**config.mk**
```make
export PLATFORM = sky130hd
export DESIGN_NAME = prt_trig
export DESIGN_NICKNAME = d
export VERILOG_FILES = /design/src/rtl/core/prt_pkg.sv /design/src/rtl/core/prt_cordic_cell.sv /design/src/rtl/core/prt_trig.sv
export SDC_FILE = /design/constraint.sdc
export NUM_CORES = 2
export LEC_CHECK = 0
export BUFFER_PORTS_ARGS = -buffer_cell sky130_fd_sc_hd__buf_2
export CORE_MARGIN = 3
export CORE_UTILIZATION = 49
export CTS_CLUSTER_DIAMETER = 120
export DETAILED_ROUTE_END_ITERATION = 10
export HOLD_SLACK_MARGIN = 0.1
export PLACE_DENSITY = 0.6
export SLEW_MARGIN = 20
export SYNTH_ARGS = -nofsm -noshare
export SYNTH_HDL_FRONTEND = slang
export SYNTH_SLANG_ARGS = --single-unit
```
**constraint.sdc**
```tcl
create_clock -name clock -period 5.6 [get_ports clock]
set_input_delay 0.84 -clock clock [delete_from_list [all_inputs] [get_ports clock]]
set_output_delay 0.84 -clock clock [all_outputs]
set_load 0.01 [all_outputs]
```
**src/rtl/core/prt_pkg.sv**
```systemverilog
// Shared types, constants and helper functions of the point rotate and translate unit.
`default_nettype none

package prt_pkg;

   // Coordinates and rotation coefficients.
   localparam int CoordW       = 32;
   localparam int CoefFracBits = 14;
   localparam int CoefW        = CoefFracBits + 2;
   localparam int ProdW        = CoordW + CoefW;
   localparam int AccW         = ProdW + 1;

   // Angle handling: 1/128 degree units, a full turn is 46080 units.
   localparam int AngleW      = 17;
   localparam int AngleExtW   = AngleW + 1;
   localparam int FullTurn    = 46080;
   localparam int QuarterTurn = FullTurn / 4;
   localparam int TurnW       = 16;
   localparam int QuarterW    = 14;
   // A full turn is 2^10 * 45, so r * 2^32 / FullTurn is r * 2^22 / 45.
   localparam int TurnOdd     = FullTurn / 1024;
   localparam int ZFracW      = 22;
   // floor(r / 45) for r below 2^14 as (r * 23302) >> 20.
   localparam int RecipMul    = 23302;
   localparam int RecipSh     = 20;
   localparam int RecipProdW  = QuarterW + 15;
   localparam int CoarseW     = 8;
   localparam int FineW       = 6;
   localparam int ZTabDepth   = 64;

   // CORDIC datapath in Q4.30.
   localparam int CordicSteps = 16;
   localparam int AtanDepth   = 32;
   localparam int StepIdxW    = 5;
   localparam int CordicW     = 34;
   localparam int CordicZW    = 33;
   localparam int RoundSh     = 30 - CoefFracBits;
   localparam logic signed [CordicW-1:0] CordicGain = CordicW'(652032874);

   localparam logic [31:0] AtanTab [AtanDepth] = '{
      32'h2000_0000, 32'h12E4_051E, 32'h09FB_385B, 32'h0511_11D4,
      32'h028B_0D43, 32'h0145_D7E1, 32'h00A2_F61E, 32'h0051_7C55,
      32'h0028_BE53, 32'h0014_5F2F, 32'h000A_2F98, 32'h0005_17CC,
      32'h0002_8BE6, 32'h0001_45F3, 32'h0000_A2FA, 32'h0000_517D,
      32'h0000_28BE, 32'h0000_145F, 32'h0000_0A30, 32'h0000_0518,
      32'h0000_028C, 32'h0000_0146, 32'h0000_00A3, 32'h0000_0051,
      32'h0000_0029, 32'h0000_0014, 32'h0000_000A, 32'h0000_0005,
      32'h0000_0003, 32'h0000_0001, 32'h0000_0001, 32'h0000_0000
   };

   typedef logic [ZFracW-1:0] zfrac_tab_type [ZTabDepth];

   function automatic zfrac_tab_type build_zfrac();
      zfrac_tab_type tab;
      for (int i = 0; i < ZTabDepth; i++) begin
         if (i < TurnOdd) begin
            tab[i] = ZFracW'((longint'(i) << ZFracW) / TurnOdd);
         end else begin
            tab[i] = '0;
         end
      end
      return tab;
   endfunction

   localparam zfrac_tab_type ZFracTab = build_zfrac();

   // Configuration register indexes.
   localparam int CsrIdxW  = 3;
   localparam int CsrDataW = 32;
   localparam logic [CsrIdxW-1:0] RegAngleX = 3'd0;
   localparam logic [CsrIdxW-1:0] RegAngleY = 3'd1;
   localparam logic [CsrIdxW-1:0] RegAngleZ = 3'd2;
   localparam logic [CsrIdxW-1:0] RegShiftX = 3'd3;
   localparam logic [CsrIdxW-1:0] RegShiftY = 3'd4;
   localparam logic [CsrIdxW-1:0] RegShiftZ = 3'd5;

   // Rotation axes.
   localparam logic [1:0] AxisX = 2'd0;
   localparam logic [1:0] AxisY = 2'd1;
   localparam logic [1:0] AxisZ = 2'd2;

   localparam logic signed [CoefW-1:0] CoefOne  = CoefW'(2 ** CoefFracBits);
   localparam logic signed [CoefW-1:0] CoefZero = '0;

   localparam logic signed [AccW-1:0] CoordMaxW = AccW'((64'sd1 <<< (CoordW - 1)) - 64'sd1);
   localparam logic signed [AccW-1:0] CoordMinW = -CoordMaxW - AccW'(1);

   typedef struct packed {
      logic signed [CoefW-1:0] cos_v;
      logic signed [CoefW-1:0] sin_v;
   } coef_pair_type;

   // One vector travelling down the rotation chain: a and b are the pair being
   // rotated by this cell, p passes by untouched.
   typedef struct packed {
      logic                     is_normal;
      logic                     last;
      logic signed [CoordW-1:0] a;
      logic signed [CoordW-1:0] b;
      logic signed [CoordW-1:0] p;
   } rot_item_type;

   typedef struct packed {
      logic [1:0]                 axis;
      logic [1:0]                 quad;
      logic signed [CordicW-1:0]  x;
      logic signed [CordicW-1:0]  y;
      logic signed [CordicZW-1:0] z;
   } cordic_item_type;

   typedef struct packed {
      logic          valid;
      logic [1:0]    axis;
      coef_pair_type coef;
   } coef_wr_type;

   function automatic logic signed [CoordW-1:0] sat_coord(input logic signed [AccW-1:0] v);
      if (v > CoordMaxW) begin
         return CoordMaxW[CoordW-1:0];
      end else if (v < CoordMinW) begin
         return CoordMinW[CoordW-1:0];
      end else begin
         return v[CoordW-1:0];
      end
   endfunction

endpackage

`default_nettype wire

```
**src/rtl/core/prt_cordic_cell.sv**
```systemverilog
// One CORDIC rotation step with its output register.
`default_nettype none

module prt_cordic_cell (
   input  logic                     clock,
   input  logic                     reset,
   input  logic [prt_pkg::StepIdxW-1:0] step_idx,
   input  logic                     in_valid,
   input  prt_pkg::cordic_item_type in_item,
   output logic                     out_valid,
   output prt_pkg::cordic_item_type out_item
);
   import prt_pkg::*;

   logic signed [CordicW-1:0]  x_cur;
   logic signed [CordicW-1:0]  y_cur;
   logic signed [CordicZW-1:0] z_cur;
   logic signed [CordicW-1:0]  dx;
   logic signed [CordicW-1:0]  dy;
   logic signed [CordicZW-1:0] step_ang;
   cordic_item_type            item_in;
   cordic_item_type            item_ff;
   logic                       valid_ff;

   always_comb begin
      x_cur    = in_item.x;
      y_cur    = in_item.y;
      z_cur    = in_item.z;
      dx       = y_cur >>> step_idx;
      dy       = x_cur >>> step_idx;
      step_ang = CordicZW'(AtanTab[step_idx]);
      item_in  = in_item;
      // Rotate toward the residual angle: positive residual turns counterclockwise.
      if (!z_cur[CordicZW-1]) begin
         item_in.x = x_cur - dx;
         item_in.y = y_cur + dy;
         item_in.z = z_cur - step_ang;
      end else begin
         item_in.x = x_cur + dx;
         item_in.y = y_cur - dy;
         item_in.z = z_cur + step_ang;
      end
   end

   always_ff @(posedge clock) begin
      if (reset) begin
         valid_ff <= 1'b0;
      end else begin
         valid_ff <= in_valid;
      end
   end

   always_ff @(posedge clock) begin
      item_ff <= item_in;
   end

   assign out_valid = valid_ff;
   assign out_item  = item_ff;

endmodule

`default_nettype wire

```
**src/rtl/core/prt_trig.sv**
```systemverilog
// Sine and cosine of a written angle: range reduction, CORDIC chain and rounding.
`default_nettype none

module prt_trig (
   input  logic                          clock,
   input  logic                          reset,
   input  logic                          wr_valid,
   input  logic [1:0]                    wr_axis,
   input  logic signed [prt_pkg::AngleW-1:0] wr_angle,
   output prt_pkg::coef_wr_type          coef_wr
);
   import prt_pkg::*;

   localparam logic [1:0] Quad0 = 2'd0;
   localparam logic [1:0] Quad1 = 2'd1;
   localparam logic [1:0] Quad2 = 2'd2;
   localparam logic [1:0] Quad3 = 2'd3;

   localparam logic signed [AngleExtW-1:0] FullTurnS = AngleExtW'(FullTurn);
   localparam logic signed [CordicW-1:0]   HalfLsb   = CordicW'(2 ** (RoundSh - 1));
   localparam logic signed [CordicW-1:0]   OneW      = CordicW'(2 ** CoefFracBits);

   // Stage 0: reduce the angle into one turn.
   logic signed [AngleExtW-1:0] ang_ext;
   logic signed [AngleExtW-1:0] ang_p1;
   logic signed [AngleExtW-1:0] ang_p2;
   logic [TurnW-1:0]            turn_in;
   logic [TurnW-1:0]            turn_ff;
   logic                        s0_valid_ff;
   logic [1:0]                  s0_axis_ff;

   // Stage 1: quadrant and remainder.
   logic [1:0]          quad_in;
   logic [QuarterW-1:0] rem_in;
   logic [1:0]          s1_quad_ff;
   logic [QuarterW-1:0] s1_rem_ff;
   logic                s1_valid_ff;
   logic [1:0]          s1_axis_ff;

   // Stage 2: remainder divided by 45 through a reciprocal.
   logic [RecipProdW-1:0] recip_prod;
   logic [CoarseW-1:0]    coarse_in;
   logic [CoarseW-1:0]    s2_coarse_ff;
   logic [QuarterW-1:0]   s2_rem_ff;
   logic [1:0]            s2_quad_ff;
   logic                  s2_valid_ff;
   logic [1:0]            s2_axis_ff;

   // Stage 3: binary angle, fed into the CORDIC chain.
   logic [QuarterW-1:0] fine_full;
   logic [FineW-1:0]    fine_idx;
   cordic_item_type     chain_item [CordicSteps+1];
   logic                chain_valid [CordicSteps+1];
   cordic_item_type     start_item_in;
   cordic_item_type     start_item_ff;
   logic                start_valid_ff;

   // Output stage.
   logic signed [CordicW-1:0] x_rnd;
   logic signed [CordicW-1:0] y_rnd;
   logic signed [CoefW-1:0]   cv;
   logic signed [CoefW-1:0]   sv;
   coef_wr_type               coef_in;
   coef_wr_type               coef_ff;

   function automatic logic signed [CoefW-1:0] clamp_coef(input logic signed [CordicW-1:0] v);
      if (v > OneW) begin
         return CoefW'(OneW);
      end else if (v < -OneW) begin
         return CoefW'(-OneW);
      end else begin
         return CoefW'(v);
      end
   endfunction

   always_comb begin
      ang_ext = AngleExtW'(wr_angle);
      ang_p1  = ang_ext[AngleExtW-1] ? ang_ext + FullTurnS : ang_ext;
      ang_p2  = ang_p1[AngleExtW-1] ? ang_p1 + FullTurnS : ang_p1;
      if (ang_p2 >= FullTurnS) begin
         turn_in = TurnW'(ang_p2 - FullTurnS);
      end else begin
         turn_in = TurnW'(ang_p2);
      end
   end

   always_comb begin
      if (turn_ff >= TurnW'(3 * QuarterTurn)) begin
         quad_in = Quad3;
         rem_in  = QuarterW'(turn_ff - TurnW'(3 * QuarterTurn));
      end else if (turn_ff >= TurnW'(2 * QuarterTurn)) begin
         quad_in = Quad2;
         rem_in  = QuarterW'(turn_ff - TurnW'(2 * QuarterTurn));
      end else if (turn_ff >= TurnW'(QuarterTurn)) begin
         quad_in = Quad1;
         rem_in  = QuarterW'(turn_ff - TurnW'(QuarterTurn));
      end else begin
         quad_in = Quad0;
         rem_in  = QuarterW'(turn_ff);
      end
   end

   always_comb begin
      recip_prod = RecipProdW'(s1_rem_ff) * RecipProdW'(RecipMul);
      coarse_in  = recip_prod[RecipSh +: CoarseW];
   end

   always_comb begin
      fine_full            = s2_rem_ff - QuarterW'(s2_coarse_ff) * QuarterW'(TurnOdd);
      fine_idx             = fine_full[FineW-1:0];
      start_item_in.axis   = s2_axis_ff;
      start_item_in.quad   = s2_quad_ff;
      start_item_in.x      = CordicGain;
      start_item_in.y      = '0;
      start_item_in.z      = CordicZW'({s2_coarse_ff, ZFracTab[fine_idx]});
   end

   always_ff @(posedge clock) begin
      if (reset) begin
         s0_valid_ff    <= 1'b0;
         s1_valid_ff    <= 1'b0;
         s2_valid_ff    <= 1'b0;
         start_valid_ff <= 1'b0;
      end else begin
         s0_valid_ff    <= wr_valid;
         s1_valid_ff    <= s0_valid_ff;
         s2_valid_ff    <= s1_valid_ff;
         start_valid_ff <= s2_valid_ff;
      end
   end

   always_ff @(posedge clock) begin
      s0_axis_ff    <= wr_axis;
      turn_ff       <= turn_in;
      s1_axis_ff    <= s0_axis_ff;
      s1_quad_ff    <= quad_in;
      s1_rem_ff     <= rem_in;
      s2_axis_ff    <= s1_axis_ff;
      s2_quad_ff    <= s1_quad_ff;
      s2_rem_ff     <= s1_rem_ff;
      s2_coarse_ff  <= coarse_in;
      start_item_ff <= start_item_in;
   end

   assign chain_item[0]  = start_item_ff;
   assign chain_valid[0] = start_valid_ff;

   for (genvar g = 0; g < CordicSteps; g++) begin : g_step
      prt_cordic_cell u_cell (
         .clock     (clock),
         .reset     (reset),
         .step_idx  (StepIdxW'(g)),
         .in_valid  (chain_valid[g]),
         .in_item   (chain_item[g]),
         .out_valid (chain_valid[g+1]),
         .out_item  (chain_item[g+1])
      );
   end

   always_comb begin
      x_rnd = (chain_item[CordicSteps].x + HalfLsb) >>> RoundSh;
      y_rnd = (chain_item[CordicSteps].y + HalfLsb) >>> RoundSh;
      cv    = clamp_coef(x_rnd);
      sv    = clamp_coef(y_rnd);
      coef_in.valid = chain_valid[CordicSteps];
      coef_in.axis  = chain_item[CordicSteps].axis;
      case (chain_item[CordicSteps].quad)
         Quad0: begin
            coef_in.coef.cos_v = cv;
            coef_in.coef.sin_v = sv;
         end
         Quad1: begin
            coef_in.coef.cos_v = -sv;
            coef_in.coef.sin_v = cv;
         end
         Quad2: begin
            coef_in.coef.cos_v = -cv;
            coef_in.coef.sin_v = -sv;
         end
         default: begin
            coef_in.coef.cos_v = sv;
            coef_in.coef.sin_v = -cv;
         end
      endcase
   end

   always_ff @(posedge clock) begin
      if (reset) begin
         coef_ff.valid <= 1'b0;
         coef_ff.axis  <= AxisX;
         coef_ff.coef  <= '0;
      end else begin
         coef_ff <= coef_in;
      end
   end

   assign coef_wr = coef_ff;

endmodule

`default_nettype wire

```
==> impl_metrics.toml <==
[clocking]
cts_buffers = 180
clk_pin_slew_ps = 60
clock-root-buffer = "clkbuf_16"
postCtsSetupRepairBufs = 0
clk_latency_ps = 840
cts_tree = "done"
htreeDepth = 4
cts_buffer_depth = 3
cts.sinks = 1567

[grt]
grt_pass1_wl_mm = 488
grt_util_met2_pct = 43.4
grtUsageTotal_pct = 25.2
grt_max_degree = 69
grt_pass1_vias = 91000
met3_usage_pct = 2.82
antenna_found_initial = 6
use_met1_pct = 32.9
overflow = 0
top_usage_layer = "met2"

[critical_path]
critPathKind = "reg2reg"
crit_top_cell = "ha_1"
worst_setup_path_start_kind = "register"
arrival_ps = 5930
cp_cell_sequence = "ha_1, xor2_1, ha_1, a21o_1, fa_1, fa_1, fa_1, ha_1, ha_1, o2111a_1, o41ai_1, nand3_1, a31oi_1, nor3b_1, o31a_1, o41ai_1, buf_4, o21bai_1, a21oi_1, xnor2_1"
cp_num_buf_inv = 1
critPathMaxStageDelay_ps = 520
slowest_stage = "fa_1"
critPathMaxFanout = 6
cp_top_family = "adder cells"
endpoint_kind = "register"
cp.required_ps = 6300

[floorplanning]
die-area_sq_mm = 0.236
die_y_um = 486
fp.coreArea_sq_mm = 0.228
rows = 175
start_util_pct = 49.4
io_pins = 57
die_w_um = 486

[routing]
dr.first_iter.drc_count = 6043
wl_per_cell_um = 18.7
vias = 94600
wl_mm = 309
dr.pass1.iters = 8
vias_per_cell = 5.73
drtAntennaViolNets = 0
drc = 0

[yosys]
yosys.area.top_type = "dfxtp_1"
synth_top_area_share_pct = 27.8
synthTopCellsByCount = "dfxtp_1, ha_1, a21oi_1"
yosys-top-cells-area = "dfxtp_1, ha_1, xnor2_1"
synth_seq_area_share_pct = 27.8
synth-simple-area-share_pct = 14.6
yosysMostFrequentCell = "dfxtp_1"
avgSynthCellArea_sq_um = 8.54
synthFlopType = "dfxtp_1"
synthMuxAreaShare_pct = 1.30
synth_xor_area_share_pct = 14.0
async_reset_ff_share_pct = 0
syn_area_sq_mm = 0.113
synth_top_family_by_area = "compound AO/OA/AOI/OAI gates"
synth-compound-area-share_pct = 21.9
ys_ff_latch = 1567
yosys_warnings = 0
ys_types = 94
synth_fa_ha_area_share_pct = 17.5
synth_edf_count = 0
synth_cells = 13200
synth_fp_nets = 14800

[placement]
place_inst = 16100
buffer_ports.inserted = 56
dpl.hpwl_mm = 250
placed_cell_area_sq_mm = 0.117
gp_congestion = 0.941

[sta]
fin_crit_ps = 5220
rsz0062_at_grt = "no"
finClkSkew_ps = 37.2
setup_viol = 0
slew_violations = 0
fmax_ghz = 0.192
worstMarginPinSlew_ps = 973
period_share_pct = 93.2
setup-tns-final_ps = 0
hold_viol_final = 0
relSlewSlack_pct = 34.6

[finish]
drive_above_1_share_pct = 4.96
final_area_sq_mm = 0.123
utilization_pct = 54.1
stdcell_count = 16500
areaGrowthSynthToFinish_pct = 9.41
n_fill_cell = 21200
num-nets-final = 14900

[worst_hold_path]
holdCritPathClass = "in2reg"

[outcome]
status = "finished, final reports clean"

[job]
cap_violations = 0
## sequential cells by signal, summed over array words and instances (netlist names)
| register | count |
|---|---|
| s2_rem_ff | 6 |
| s0_valid_ff | 1 |
| g_step.u_cell.out_item | 1434 |
| s2_valid_ff | 1 |
| s2_coarse_ff | 8 |
| s0_axis_ff | 2 |
| s2_quad_ff | 2 |
| s1_valid_ff | 1 |
| g_step.u_cell.out_valid | 16 |
| s1_rem_ff | 14 |
| start_valid_ff | 1 |
| s1_axis_ff | 2 |
| s2_axis_ff | 2 |
| coef_wr | 35 |
| s1_quad_ff | 2 |
| chain_item | 24 |
| turn_ff | 16 |
## timing repair
item	in CTS	in global routing
gates resized for setup	0	4
endpoints found under the setup margin	0	3
hold buffers	12	0
endpoints found under the hold margin	12	0
## cell type report
cell class	instances	area, sq um	area share [%]
clock buffers	243	5130	4.16
clock inverters	86	1330	1.08
multi-input cells	10800	78100	63.3
repair buffers	173	1210	0.984
well taps	3009	3760	3.05
inverters	647	2430	1.97
flip-flops and latches	1567	31400	25.4
diodes	8	20.0	0.0162
## layout by cell type (no fill, tap or decap), types with 183 or more instances in the layout
cell / instances
xor2_1: 604
clkbuf_16: 183
ha_1: 1460
nor2_1: 1180
nand2_1: 606
a21o_1: 643
a21oi_1: 1420
o21ai_0: 580
dfxtp_1: 1551
xnor2_1: 1192
inv_1: 641
nand3_1: 240
nor3_1: 359
o21a_1: 199
## metal layers
layer	share of wire, %	up-vias	wire, um
li1	-	47600	-
met1	45	44500	140000
met2	47	2005	145000
met3	4.3	495	13400
met4	3.3	0	10000
met5	0	-	0
## worst paths after layout
kind	from	to	slack (ps)	cells past startpoint
worst max-delay path	s1_rem_ff[3]$_DFF_P_	s2_coarse_ff[7]$_DFF_P_	380	20
worst max register to register	s1_rem_ff[3]$_DFF_P_	s2_coarse_ff[7]$_DFF_P_	380	20
worst min-delay path	wr_valid	s0_valid_ff$_SDFF_PP0_	260	2
worst min register to register	g_step[3].u_cell.out_item[104]$_DFF_P_	g_step[4].u_cell.out_item[104]$_DFF_P_	320	0
## cells by family after synthesis
logic type,Yosys count
AO/OA/AOI/OAI,3893
XOR/XNOR,1797
adder cells (fa/ha/maj),1536
buffers and inverters,877
flip-flops,1567
multiplexers,130
AND/OR/NAND/NOR,3404
## through the flow
stage | setup slack (ps) | hold WS [ps]
CTS | 302 | 210
floorplan | 650 | 310
global placement | 323 | 310
detailed placement | 315 | 312
global route | 1.29 | 222
finish | 378 | 264
Power is not shown: default switching activity piles up to over one toggle a cycle in this logic, so the estimate is an artifact.
